<file path="src/hdl/ftacc_pkg.sv">
// Shared types and constants for the fixed-step tick accumulator.
// Holds request/result payload structs, register indexes and control structs.
// No dependencies.
package ftacc_pkg;

	// Nanoseconds in one second; one tick is worth denominator times this.
	localparam logic [29:0] NS_PER_SECOND = 30'd1000000000;

	// Divider widths: dividend/quotient and divisor.
	localparam int DIV_W   = 66;
	localparam int DVS_W   = 50;
	localparam int DCNT_W  = $clog2(DIV_W + 1);

	// Request codes.
	localparam logic [1:0] REQ_FRAME   = 2'd0;
	localparam logic [1:0] REQ_ADVANCE = 2'd1;
	localparam logic [1:0] REQ_RESUME  = 2'd2;
	localparam logic [1:0] REQ_UNUSED  = 2'd3;

	// Configuration register indexes.
	localparam logic [2:0] REG_RATE_NUM   = 3'd0;
	localparam logic [2:0] REG_RATE_DEN   = 3'd1;
	localparam logic [2:0] REG_MAX_TICKS  = 3'd2;
	localparam logic [2:0] REG_FIXED_TICKS = 3'd3;
	localparam logic [2:0] REG_FIXED_MODE = 3'd4;

	typedef struct packed {
		logic [1:0]         req_type;
		logic signed [31:0] frame_ns;
		logic [63:0]        tick_value;
	} ftacc_in_t;

	typedef struct packed {
		logic [7:0]  ticks_to_run;
		logic [63:0] discarded_total_ns;
		logic [15:0] alpha_fraction;
		logic [31:0] capped_frame_count;
		logic [63:0] current_tick;
	} ftacc_out_t;

	// Which division the shared divider runs.
	typedef enum logic [1:0] {
		DSEL_ACC,
		DSEL_LOST,
		DSEL_ALPHA
	} div_sel_t;

	// Controller states.
	typedef enum logic [3:0] {
		ST_IDLE,
		ST_PREP,
		ST_ACC,
		ST_DIV_A,
		ST_WAIT_A,
		ST_KEEP,
		ST_DIFF,
		ST_DIV_L,
		ST_WAIT_L,
		ST_APPLY,
		ST_DIV_F,
		ST_WAIT_F,
		ST_FIN
	} state_t;

	// Commands from controller to datapath.
	typedef struct packed {
		logic     load;
		logic     prep;
		logic     acc_upd;
		logic     div_start;
		div_sel_t div_sel;
		logic     keep_calc;
		logic     diff_calc;
		logic     cap_apply;
		logic     fin;
	} cmd_t;

	// Status from datapath to controller.
	typedef struct packed {
		logic div_done;
		logic need_cap;
		logic out_free;
	} status_t;

endpackage

</file>
<file path="src/hdl/ftacc_div.sv">
// Restoring divider, one quotient bit per cycle.
// Depends on ftacc_pkg for widths.
module ftacc_div
	import ftacc_pkg::*;
(
	input  logic             clk,
	input  logic             arst_n,
	input  logic             start,
	input  logic [DIV_W-1:0] dividend,
	input  logic [DVS_W-1:0] divisor,
	output logic             done,
	output logic [DIV_W-1:0] quotient,
	output logic [DVS_W-1:0] remainder
);

	logic [DIV_W-1:0]  dvd_q;
	logic [DVS_W-1:0]  dvs_q;
	logic [DVS_W-1:0]  rem_q;
	logic [DCNT_W-1:0] cnt_q;
	logic              busy_q;
	logic              done_q;
	logic [DVS_W:0]    trial;
	logic              fits;
	logic [DVS_W:0]    diff;

	// Shift in the next dividend bit and try a subtract.
	always_comb begin
		trial = {rem_q, dvd_q[DIV_W-1]};
		diff  = trial - {1'b0, dvs_q};
		fits  = trial >= {1'b0, dvs_q};
	end

	// Control: iteration counter and done pulse.
	always_ff @(posedge clk or negedge arst_n) begin
		if (!arst_n) begin
			busy_q <= 1'b0;
			done_q <= 1'b0;
			cnt_q  <= '0;
		end else begin
			done_q <= 1'b0;
			if (start) begin
				busy_q <= 1'b1;
				cnt_q  <= DCNT_W'(DIV_W);
			end else if (busy_q) begin
				cnt_q <= cnt_q - 1'b1;
				if (cnt_q == DCNT_W'(1)) begin
					busy_q <= 1'b0;
					done_q <= 1'b1;
				end
			end
		end
	end

	// Data: quotient bits shift into the dividend register.
	always_ff @(posedge clk) begin
		if (start) begin
			dvd_q <= dividend;
			dvs_q <= divisor;
			rem_q <= '0;
		end else if (busy_q) begin
			if (fits) begin
				rem_q <= diff[DVS_W-1:0];
			end else begin
				rem_q <= trial[DVS_W-1:0];
			end
			dvd_q <= {dvd_q[DIV_W-2:0], fits};
		end
	end

	assign done      = done_q;
	assign quotient  = dvd_q;
	assign remainder = rem_q;

endmodule

</file>
<file path="src/hdl/ftacc_dp.sv">
// Datapath: configuration, accumulator state, divider and output register.
// Depends on ftacc_pkg and ftacc_div.
module ftacc_dp
	import ftacc_pkg::*;
(
	input  logic       clk,
	input  logic       arst_n,
	input  logic       cfg_we,
	input  logic [2:0] cfg_index,
	input  logic [19:0] cfg_data,
	input  ftacc_in_t  in_data,
	input  cmd_t       cmd,
	output status_t    status,
	output logic       out_valid,
	input  logic       out_ready,
	output ftacc_out_t out_data
);

	logic [19:0] num_cfg_q;
	logic [19:0] den_cfg_q;
	logic [7:0]  cap_q;
	logic [7:0]  fixed_ticks_q;
	logic        fixed_q;

	logic [1:0]  req_q;
	logic [31:0] e_q;
	logic [63:0] tv_q;
	logic [19:0] num_q;
	logic [49:0] step_q;
	logic [50:0] prod_q;
	logic [63:0] acc_q;
	logic [63:0] tick_q;
	logic [63:0] disc_q;
	logic [31:0] capped_q;
	logic [31:0] avail_q;
	logic [49:0] rem_q;
	logic [63:0] keep_q;
	logic [63:0] diff_q;
	logic [15:0] alpha_q;
	div_sel_t    sel_q;
	logic        out_valid_q;
	ftacc_out_t  out_q;

	logic [19:0]      num_eff;
	logic [19:0]      den_eff;
	logic             e_pos;
	logic [DIV_W-1:0] div_dvd;
	logic [DVS_W-1:0] div_dvs;
	logic             div_done;
	logic [DIV_W-1:0] div_quo;
	logic [DVS_W-1:0] div_rem;
	logic             over_cap;
	logic [64:0]      disc_sum;
	logic [7:0]       ticks;
	logic [57:0]      keep_prod;

	// Configuration registers.
	always_ff @(posedge clk or negedge arst_n) begin
		if (!arst_n) begin
			num_cfg_q     <= 20'd60;
			den_cfg_q     <= 20'd1;
			cap_q         <= 8'd8;
			fixed_ticks_q <= 8'd1;
			fixed_q       <= 1'b0;
		end else if (cfg_we) begin
			case (cfg_index)
				REG_RATE_NUM:    num_cfg_q     <= cfg_data;
				REG_RATE_DEN:    den_cfg_q     <= cfg_data;
				REG_MAX_TICKS:   cap_q         <= cfg_data[7:0];
				REG_FIXED_TICKS: fixed_ticks_q <= cfg_data[7:0];
				REG_FIXED_MODE:  fixed_q       <= cfg_data[0];
				default: ;
			endcase
		end
	end

	// A zero rate term counts as one.
	always_comb begin
		num_eff = (num_cfg_q == '0) ? 20'd1 : num_cfg_q;
		den_eff = (den_cfg_q == '0) ? 20'd1 : den_cfg_q;
		e_pos   = !e_q[31] && (e_q != '0);
	end

	// Divider operand selection; the divider samples operands only on start.
	always_comb begin
		case (cmd.div_sel)
			DSEL_ACC: begin
				div_dvd = {2'b00, acc_q};
				div_dvs = step_q;
			end
			DSEL_LOST: begin
				div_dvd = {2'b00, diff_q};
				div_dvs = {30'd0, num_q};
			end
			DSEL_ALPHA: begin
				div_dvd = {rem_q, 16'd0};
				div_dvs = step_q;
			end
			default: begin
				div_dvd = {2'b00, acc_q};
				div_dvs = step_q;
			end
		endcase
	end

	ftacc_div u_div (
		.clk       (clk),
		.arst_n    (arst_n),
		.start     (cmd.div_start),
		.dividend  (div_dvd),
		.divisor   (div_dvs),
		.done      (div_done),
		.quotient  (div_quo),
		.remainder (div_rem)
	);

	// Cap test, discard sum (saturated when applied), keep product and tick count.
	always_comb begin
		over_cap  = (avail_q[31:8] != '0) || (avail_q[7:0] > cap_q);
		disc_sum  = {1'b0, disc_q} + {1'b0, div_quo[63:0]};
		keep_prod = cap_q * step_q;
		if (req_q != REQ_FRAME) begin
			ticks = 8'd0;
		end else if (fixed_q) begin
			ticks = fixed_ticks_q;
		end else if (over_cap) begin
			ticks = cap_q;
		end else begin
			ticks = avail_q[7:0];
		end
	end

	// Request operands, per-request products and divider results.
	always_ff @(posedge clk) begin
		if (cmd.load) begin
			req_q <= in_data.req_type;
			e_q   <= in_data.frame_ns;
			tv_q  <= in_data.tick_value;
		end
		if (cmd.prep) begin
			num_q  <= num_eff;
			step_q <= den_eff * NS_PER_SECOND;
			prod_q <= e_pos ? e_q[30:0] * num_eff : 51'd0;
		end
		if (cmd.div_start) begin
			sel_q <= cmd.div_sel;
		end
		if (div_done && sel_q == DSEL_ACC) begin
			avail_q <= div_quo[31:0];
			rem_q   <= div_rem;
		end
		if (div_done && sel_q == DSEL_ALPHA) begin
			alpha_q <= div_quo[15:0];
		end
		if (cmd.keep_calc) begin
			keep_q <= 64'(keep_prod) + 64'(rem_q);
		end
		if (cmd.diff_calc) begin
			diff_q <= acc_q - keep_q;
		end
	end

	// Architectural state.
	always_ff @(posedge clk or negedge arst_n) begin
		if (!arst_n) begin
			acc_q    <= '0;
			tick_q   <= '0;
			disc_q   <= '0;
			capped_q <= '0;
		end else begin
			if (cmd.acc_upd) begin
				case (req_q)
					REQ_FRAME: begin
						if (!fixed_q) begin
							acc_q <= acc_q + 64'(prod_q);
						end
					end
					REQ_ADVANCE: begin
						tick_q <= tick_q + 64'd1;
						if (!fixed_q) begin
							acc_q <= (acc_q >= 64'(step_q)) ? acc_q - 64'(step_q) : 64'd0;
						end
					end
					REQ_RESUME: begin
						tick_q <= tv_q;
						acc_q  <= '0;
					end
					default: ;
				endcase
			end
			if (cmd.cap_apply) begin
				acc_q  <= keep_q;
				disc_q <= disc_sum[64] ? '1 : disc_sum[63:0];
				if (capped_q != '1) begin
					capped_q <= capped_q + 32'd1;
				end
			end
		end
	end

	// Output register; the lost-ns quotient is consumed in the same cycle as cap_apply.
	always_ff @(posedge clk or negedge arst_n) begin
		if (!arst_n) begin
			out_valid_q <= 1'b0;
		end else if (cmd.fin) begin
			out_valid_q <= 1'b1;
		end else if (out_ready) begin
			out_valid_q <= 1'b0;
		end
	end

	always_ff @(posedge clk) begin
		if (cmd.fin) begin
			out_q.ticks_to_run       <= ticks;
			out_q.discarded_total_ns <= fixed_q ? 64'd0 : disc_q;
			out_q.alpha_fraction     <= fixed_q ? 16'd0 : alpha_q;
			out_q.capped_frame_count <= capped_q;
			out_q.current_tick       <= tick_q;
		end
	end

	assign status.div_done = div_done;
	assign status.need_cap = (req_q == REQ_FRAME) && !fixed_q && over_cap;
	assign status.out_free = !out_valid_q || out_ready;
	assign out_valid       = out_valid_q;
	assign out_data        = out_q;

endmodule

</file>
<file path="src/hdl/ftacc_ctrl.sv">
// Controller state machine sequencing one request through the datapath.
// Depends on ftacc_pkg.
module ftacc_ctrl
	import ftacc_pkg::*;
(
	input  logic    clk,
	input  logic    arst_n,
	input  logic    in_valid,
	output logic    in_ready,
	input  status_t status,
	output cmd_t    cmd
);

	state_t state_q;
	state_t state_d;

	// State register.
	always_ff @(posedge clk or negedge arst_n) begin
		if (!arst_n) begin
			state_q <= ST_IDLE;
		end else begin
			state_q <= state_d;
		end
	end

	// Next state and commands.
	always_comb begin
		state_d  = state_q;
		cmd      = '0;
		cmd.div_sel = DSEL_ACC;
		in_ready = 1'b0;
		case (state_q)
			ST_IDLE: begin
				in_ready = 1'b1;
				if (in_valid) begin
					cmd.load = 1'b1;
					state_d  = ST_PREP;
				end
			end
			ST_PREP: begin
				cmd.prep = 1'b1;
				state_d  = ST_ACC;
			end
			ST_ACC: begin
				cmd.acc_upd = 1'b1;
				state_d     = ST_DIV_A;
			end
			ST_DIV_A: begin
				cmd.div_start = 1'b1;
				cmd.div_sel   = DSEL_ACC;
				state_d       = ST_WAIT_A;
			end
			ST_WAIT_A: begin
				if (status.div_done) begin
					state_d = ST_KEEP;
				end
			end
			ST_KEEP: begin
				// Quotient is now registered; decide whether the cap applies.
				if (status.need_cap) begin
					cmd.keep_calc = 1'b1;
					state_d       = ST_DIFF;
				end else begin
					state_d = ST_DIV_F;
				end
			end
			ST_DIFF: begin
				cmd.diff_calc = 1'b1;
				state_d       = ST_DIV_L;
			end
			ST_DIV_L: begin
				cmd.div_start = 1'b1;
				cmd.div_sel   = DSEL_LOST;
				state_d       = ST_WAIT_L;
			end
			ST_WAIT_L: begin
				if (status.div_done) begin
					state_d = ST_APPLY;
				end
			end
			ST_APPLY: begin
				cmd.cap_apply = 1'b1;
				state_d       = ST_DIV_F;
			end
			ST_DIV_F: begin
				cmd.div_start = 1'b1;
				cmd.div_sel   = DSEL_ALPHA;
				state_d       = ST_WAIT_F;
			end
			ST_WAIT_F: begin
				if (status.div_done) begin
					state_d = ST_FIN;
				end
			end
			ST_FIN: begin
				if (status.out_free) begin
					cmd.fin = 1'b1;
					state_d = ST_IDLE;
				end
			end
			default: begin
				state_d = ST_IDLE;
			end
		endcase
	end

endmodule

</file>
<file path="src/hdl/fixed_step_tick_accumulator_core.sv">
// Top level of the fixed-step tick accumulator: controller plus datapath.
// Depends on ftacc_pkg, ftacc_ctrl and ftacc_dp.
//
//   Channel   Signals                          Moves
//   input     in_valid / in_ready / in_data    one request
//   output    out_valid / out_ready / out_data one result per request
//   config    cfg_we / cfg_index / cfg_data    register write, no wait
//
// A result is registered when its request is done and the output register is
// free; the next request can be taken in the cycle after. The shared
// one-bit-per-cycle divider sets the pace: two passes per request, three on a
// frame that hits the tick cap.
// Reset clears all state and loads the register defaults.
// A result waits in the output register; the next request is taken meanwhile.
module fixed_step_tick_accumulator_core
	import ftacc_pkg::*;
(
	input  logic        clk,
	input  logic        arst_n,
	input  logic        cfg_we,
	input  logic [2:0]  cfg_index,
	input  logic [19:0] cfg_data,
	input  logic        in_valid,
	output logic        in_ready,
	input  ftacc_in_t   in_data,
	output logic        out_valid,
	input  logic        out_ready,
	output ftacc_out_t  out_data
);

	cmd_t    cmd;
	status_t status;

	ftacc_ctrl u_ctrl (
		.clk      (clk),
		.arst_n   (arst_n),
		.in_valid (in_valid),
		.in_ready (in_ready),
		.status   (status),
		.cmd      (cmd)
	);

	ftacc_dp u_dp (
		.clk       (clk),
		.arst_n    (arst_n),
		.cfg_we    (cfg_we),
		.cfg_index (cfg_index),
		.cfg_data  (cfg_data),
		.in_data   (in_data),
		.cmd       (cmd),
		.status    (status),
		.out_valid (out_valid),
		.out_ready (out_ready),
		.out_data  (out_data)
	);

endmodule

</file>
<file path="config.mk">
export PLATFORM = sky130hd
export DESIGN_NAME = fixed_step_tick_accumulator_core
export DESIGN_NICKNAME = d
export VERILOG_FILES = /design/src/hdl/ftacc_pkg.sv /design/src/hdl/ftacc_div.sv /design/src/hdl/ftacc_dp.sv /design/src/hdl/ftacc_ctrl.sv /design/src/hdl/fixed_step_tick_accumulator_core.sv
export SDC_FILE = /design/constraint.sdc
export NUM_CORES = 2
export LEC_CHECK = 0
export ABC_AREA = 1
export BUFFER_PORTS_ARGS = -buffer_cell sky130_fd_sc_hd__buf_2
export CELL_PAD_IN_SITES_DETAIL_PLACEMENT = 1
export CELL_PAD_IN_SITES_GLOBAL_PLACEMENT = 1
export CORE_MARGIN = 10
export CORE_UTILIZATION = 49
export CTS_CLUSTER_DIAMETER = 120
export CTS_CLUSTER_SIZE = 25
export DETAILED_ROUTE_END_ITERATION = 7
export GPL_TIMING_DRIVEN = 0
export PLACE_DENSITY = 0.92
export SYNTH_ARGS = -nofsm -noshare
export SYNTH_HDL_FRONTEND = slang
export SYNTH_SLANG_ARGS = --single-unit
</file>
<file path="constraint.sdc">
create_clock -name clk -period 11.5 [get_ports clk]
set_input_delay 1.15 -clock clk [delete_from_list [all_inputs] [get_ports clk]]
set_output_delay 1.15 -clock clk [all_outputs]
set_load 0.005 [all_outputs]
</file>
### After elaboration in Yosys (flattened, before gate mapping)

Index checks and enable logic that the tools add are counted.

| word-level totals | value |
|---|---|
| bits in registers | 1083 |
| logic and storage cells | 160 |

| cells by class | value |
|---|---|
| $add $sub $neg | 9 |
| multiply operators | 3 |
| order comparisons | 3 |
| equality and inequality tests | 30 |
| multiplexer cells | 46 |
| reduce and logical (&&, ||, !) cells | 33 |

Operator list:

| operator | count |
|---|---|
| $mux W64 | 6 |
| $pmux W64 S3 | 1 |
| $mux W66 | 2 |
| $pmux W66 S2 | 1 |
| $pmux W64 S2 | 1 |
| $add A64 B64 Y65 | 1 |
| $add A64 B1 Y64 const B | 1 |
| $add A64 B51 Y64 | 1 |
| $ge A64 B50 Y1 | 1 |
| $sub A64 B50 Y64 | 1 |
| $sub A64 B64 Y64 | 1 |
| $mux W20 | 3 |
| $add A58 B50 Y59 | 1 |
| $pmux W4 S13 | 1 |
| $ge A51 B50 Y1 | 1 |
| $mul A31 B20 Y51 | 1 |
| $mux W50 | 1 |
| $sub A50 B50 Y50 | 1 |
| $mul A8 B41 Y49 | 1 |
| $mul A20 B21 Y41 const B | 1 |
| $logic_not A20 Y1 | 2 |
| $add A32 B1 Y32 const B | 1 |
| $ne A32 B32 Y1 const B | 1 |
| $reduce_bool A32 Y1 | 1 |
| other kinds (32) | 91 |

### Depth between registers and ports, before layout

| depth | value |
|---|---|
| word-level depth | 6 |
| depth in mapped cells | 36 |
| mapped depth without buffers | 34 |

### By module

A second synthesis with hierarchy kept.

| unflattened totals | value |
|---|---|
| cells, all modules | 13902 |
| area, all modules | 107386.7 um^2 |

Modules (own cells, without submodules):

| module | times used | cells each | area an instance (um^2) |
|---|---|---|---|
| ftacc_dp | 1 | 12098 | 95307.7 |
| ftacc_div | 1 | 1736 | 11698.7 |
| ftacc_ctrl | 1 | 68 | 380.4 |

### Worst setup path before layout

OpenSTA, ideal clock, no wires.

| timing path | value |
|---|---|
| path kind | input to register |
| start point | input port out_ready |
| end point | register u_dp.out_q (netlist bit u_dp.out_data[0]) (enable) |
| library setup time | 0.730 ns |
| arrival time | 8.787 ns |
| required time | 10.770 ns |
| path slack | 1.983 ns |
| stages on the path | 2 |
| cells stage by stage | nor2_1 > nor2_1 |

RTL lines:

| element | RTL line | source |
|---|---|---|
| from (decl) | fixed_step_tick_accumulator_core.sv:27 | `input logic out_ready,` |
| to (decl) | ftacc_dp.sv:42 | `ftacc_out_t out_q;` |

### Worst setup path after layout

| timing path | value |
|---|---|
| start point | register u_dp.num_cfg_q[5] |
| end point | register u_dp.prod_q[46], data pin |

| on the way | value |
|---|---|
| cells in the longest elaborated chain, start to end | 3 |

RTL lines:

| element | RTL line | source |
|---|---|---|
| from (decl) | ftacc_dp.sv:19 | `logic [19:0] num_cfg_q;` |
| from (signal assigned) | ftacc_dp.sv:67 | `REG_RATE_NUM: num_cfg_q <= cfg_data;` |
| $logic_not A20 Y1 | ftacc_dp.sv:79 | `num_eff = (num_cfg_q == '0) ? 20'd1 : num_cfg_q;` |
| $mux W20 * | ftacc_dp.sv:79 |  |
| $mul A31 B20 Y51 * | ftacc_dp.sv:143 | `prod_q <= e_pos ? e_q[30:0] * num_eff : 51'd0;` |
| to (signal assigned) | ftacc_dp.sv:143 |  |
| to (decl) | ftacc_dp.sv:30 | `logic [50:0] prod_q;` |

Mark *: on every way between the ends. The rest lies on a longest branch, timed or not.
A chain may end at the register's enable or synchronous reset.

==> results.txt <==
- Post-Synth Adder-Cell Area: between 20% and 30%
* Clock tree root buffer cell: sky130_fd_sc_hd__clkbuf_16
- Post-CTS sizing: 0
- Actual slew at the worst max-slew pin: 1.43 ns
- In this design, the critical path's most frequently occurring cell is sky130_fd_sc_hd__fa_1.
- Worst Hold Slack: 0.336 ns
* Clk slew on worst S/H paths: between 0.1 and 0.15 ns
- The routed design has roughly 470000 µm of wire.
- The flow ran to the end, and the final reports show no timing, DRC or antenna violations.
- STA classifies the critical path startpoint as a flop.
- The kind of cell with the highest combined delay along the critical path is adder cells.
- Average footprint of a synthesized cell: 7.78 µm²
* # Post-CTS Setup Buffers: 0
- Starting density of the core: approximately 49%
* Number of different library cells in the post-synthesis netlist: 71
- Walking the worst path, the cells encountered are clkbuf_1 > clkbuf_1 > nand2_1 > fa_1 > fa_1 > inv_1 > fa_1 > fa_1 > fa_1 > fa_1 > inv_1 > fa_1 > inv_1 > ha_1 > nand2_1 > nor2_1 > nand2_1 > nor4_1 > nand3_1 > nand3_1 > nand2_1 > nand2_1 > o21ai_0 > a21oi_1.
- Time the final worst path needs with I/O delays and setup: 8.75 ns
- Top flip-flop cell by instance count after synthesis: sky130_fd_sc_hd__edfxtp_1
- Unrepaired setup endpoints after global routing: no
* Type of destination of the critical path: flop
* Final standard cell count with taps included and fillers excluded: 17000
- Clock latency on the worst-skew pair, taken at its later pin, is 0.81 ns.
- Final-report setup violation count: 0
- Via density per instance: 5.96
- In this run, placement finished with an instance count of 16900.
* Slowest cell on the critical path: sky130_fd_sc_hd__clkbuf_1
* Overall die area: 236000 µm²
- Mapped Nets: 15500
- After Yosys synthesis, and, or, nand and nor cells account for 20.9% of the synthesized area.
- CP Max Fanout: 10
- Number of flops mapped to enable cells by yosys: 733
* DRC violation count after routing: 0
- STA puts the critical path data required time at approximately 12 ns.
- Mux cell area share after synthesis: 0.0106%
* Instance count of the mapped netlist: 13700
- The first detailed-routing pass took 6 iterations.
* Flop and latch count out of synthesis: 1078
- Share of the cycle needed by the critical path after routing: 76.0%
- Number of buffers created by CTS: 55
- The total overflow left after global routing is 0.
- After synthesis, flip-flops and latches occupy between 20% and 30% of the total area.
* Post-synthesis cell type with the largest combined area: sky130_fd_sc_hd__edfxtp_1
- Hold bufs inserted after CTS: 0
- Summed over all nets, the half-perimeter wirelength after detailed placement is 393000 µm.
- Largest family of logic cells by synthesized area: adder cells
- Detailed-route wire length per cell: 27.8 µm
- The largest single stage delay on the critical path is roughly 0.87 ns.
- Number of maximum-capacitance constraint violations: 0
* Most common cell in the synthesized netlist: sky130_fd_sc_hd__nand2_1
- Initial antenna violation count: 38
- For the worst setup path, the data arrival time is 9.34 ns.
- The area growth from synthesis to layout is 7.17%.
- Dominant cells by area after synthesis: sky130_fd_sc_hd__edfxtp_1, sky130_fd_sc_hd__fa_1, sky130_fd_sc_hd__nand2_1
- For this block, the initial DRC count from the detailed router was 10300.
- Combined global-route utilization of all metal layers: 38.8%
* Fraction of post-synthesis cell area in the top cell type by area: about a fifth
- The detail route stage leaves a number of antenna-violating nets equal to 0.
* F_max: 0.114 GHz
- The max-slew violation count came to 0.
* Combined area of the multi-input logic cells: about 64000 µm²
- The die is approximately 500 µm tall.
- The critical path contains buffers and inverters numbering 5 combined.
- The path class of the tightest hold or removal check is in -> async.
* Share of flip-flops with an asynchronous set or reset after synthesis: 27.4%
- The number of global-route vias before repair was 107000.
- The floorplan has 171 rows.
- Max Root-Sink Buffers: 3
- The congestion estimate from routability-driven global placement came to 1.13.
- Port Buf Inserts: 311
- Clock tree from TritonCTS: built
- The clock tree synthesis step divided the H-tree into 2 levels.
- Cell area after layout: around 110000 µm²
- The final route contains 102000 vias.
* Cell area after technology mapping: between 100000 and 150000 µm²
- The synthesized netlist devotes 3.03% of its cell area to XOR and XNOR gates.
* Post-synthesis compound-gate area fraction: about a tenth
- Die X: 486 µm
* Filler cell count in the final layout: between 20000 and 30000
- I/O pins: 312
- Of the cells placed in the final design, the portion with a size suffix greater than 1 is 4.03%.
- The final layout contains 15900 nets.
* Core occupancy in the finished layout: between 50% and 60%
* First-pass GRT wire length: 687000 µm
- Final hold violations: 0
* Total core area: ~220000 µm²
* Num Clock Sinks: 1078
- Cell types with the highest counts after synthesis: sky130_fd_sc_hd__nand2_1, sky130_fd_sc_hd__inv_1, sky130_fd_sc_hd__nor2_1
* Placed standard-cell area: 112000 µm²
- By startpoint and endpoint, the worst setup path is classified as reg -> reg.
- The Yosys step of the flow raised 0 warnings.
- Entering global routing, the biggest net connects 107 pins.
* Setup skew after layout: 0.0516 ns
* Flip-flop and latch area: 30400 µm²
- Relative slew margins: between 3 and 4%
==> cell type report <==
class	count	share of cell area, %
Tap cell	2854	3.13
Clock buffer	83	1.32
Antenna cell	32	0.0701
Sequential cell	1078	26.6
Multi-Input combinational cell	9350	55.9
Inverter	2826	9.29
Clock inverter	21	0.273
Timing Repair Buffer	345	1.87
Buffer	432	1.50
==> per-layer routing <==
metal / global-route usage (%) / wire length (µm)
met4: 29.9 / 45900
met3: 10.3 / 50400
met2: 61.3 / 209000
met1: 45.1 / 167000
met5: 0.0402 / 280
==> layout by cell type, fill, tap and decap left out, types with 38 or more instances in the layout <==
cell,netlist,layout
sky130_fd_sc_hd__edfxtp_1,733,733
sky130_fd_sc_hd__a31oi_1,100,100
sky130_fd_sc_hd__dfrtp_1,288,288
sky130_fd_sc_hd__a21o_1,43,43
sky130_fd_sc_hd__nand3_1,537,537
sky130_fd_sc_hd__clkbuf_16,0,56
sky130_fd_sc_hd__nor4_1,56,56
sky130_fd_sc_hd__xnor2_1,142,142
sky130_fd_sc_hd__clkbuf_1,374,401
sky130_fd_sc_hd__o21ai_0,664,662
sky130_fd_sc_hd__o211ai_1,63,63
sky130_fd_sc_hd__xor2_1,227,227
sky130_fd_sc_hd__nor3_1,132,130
sky130_fd_sc_hd__nand4_1,112,112
sky130_fd_sc_hd__dfxtp_1,50,50
sky130_fd_sc_hd__nor2_1,1309,1306
sky130_fd_sc_hd__a41oi_1,52,52
sky130_fd_sc_hd__o22ai_1,38,38
sky130_fd_sc_hd__ha_1,747,747
sky130_fd_sc_hd__nand2_1,3167,3167
sky130_fd_sc_hd__fa_1,933,933
sky130_fd_sc_hd__inv_1,2811,2809
sky130_fd_sc_hd__o21bai_1,60,60
sky130_fd_sc_hd__buf_2,26,337
sky130_fd_sc_hd__a21oi_1,727,727
==> final timing paths <==
check                                              startpoint  cells past startpoint  slack [ns]                       endpoint
worst max-delay path            u_dp.num_cfg_q[5]$_DFFE_PN1P_                     24        2.75  u_dp.prod_q[46]$_SDFFCE_PN0P_
worst min-delay path                                   arst_n                      2        0.34     u_dp.disc_q[6]$_DFFE_PN0P_
worst max register to register  u_dp.num_cfg_q[5]$_DFFE_PN1P_                     24        2.75  u_dp.prod_q[46]$_SDFFCE_PN0P_
worst min register to register   u_dp.capped_q[1]$_DFFE_PN0P_                      0        0.50    u_dp.out_data[65]$_DFFE_PP_
max in group asynchronous                              arst_n                      3        9.95  u_dp.den_cfg_q[1]$_DFFE_PN0P_
min in group clk                 u_dp.capped_q[1]$_DFFE_PN0P_                      0        0.50    u_dp.out_data[65]$_DFFE_PP_
==> metrics by stage <==
step,TNS (ns),worst slack [ns]
floorplan,0,1.98
global placement,-468.95,-1.83
detailed placement,0,3.09
CTS,0,3.00
global route,0,2.62
finish,0,2.75
==> state kept, by name, indices dropped and copies added, names as in the netlist, 50 cells and up <==
name                  count
u_dp.prod_q              51
u_dp.tv_q                64
u_dp.u_div.quotient      66
u_dp.u_div.remainder     50
u_dp.acc_q               64
u_dp.diff_q              64
u_dp.disc_q              64
u_dp.keep_q              59
u_dp.rem_q               50
u_dp.u_div.dvs_q         50
u_dp.out_data           184
u_dp.tick_q              64
==> cells by family (layout without fill, tap and decap cells) <==
| kind of cell | after synthesis | in the layout |
|---|---|---|
| AND/OR/NAND/NOR | 5446 | 5446 |
| adder cells (fa/ha/maj) | 1680 | 1680 |
| buffers and inverters | 3258 | 3707 |
| flip-flops | 1078 | 1078 |
| AO/OA/AOI/OAI | 1854 | 1854 |
| XOR/XNOR | 369 | 369 |
| other | 0 | 32 |
| multiplexers | 1 | 1 |
Power is not shown: default switching activity piles up to over one toggle a cycle in this logic, so the estimate is an artifact.
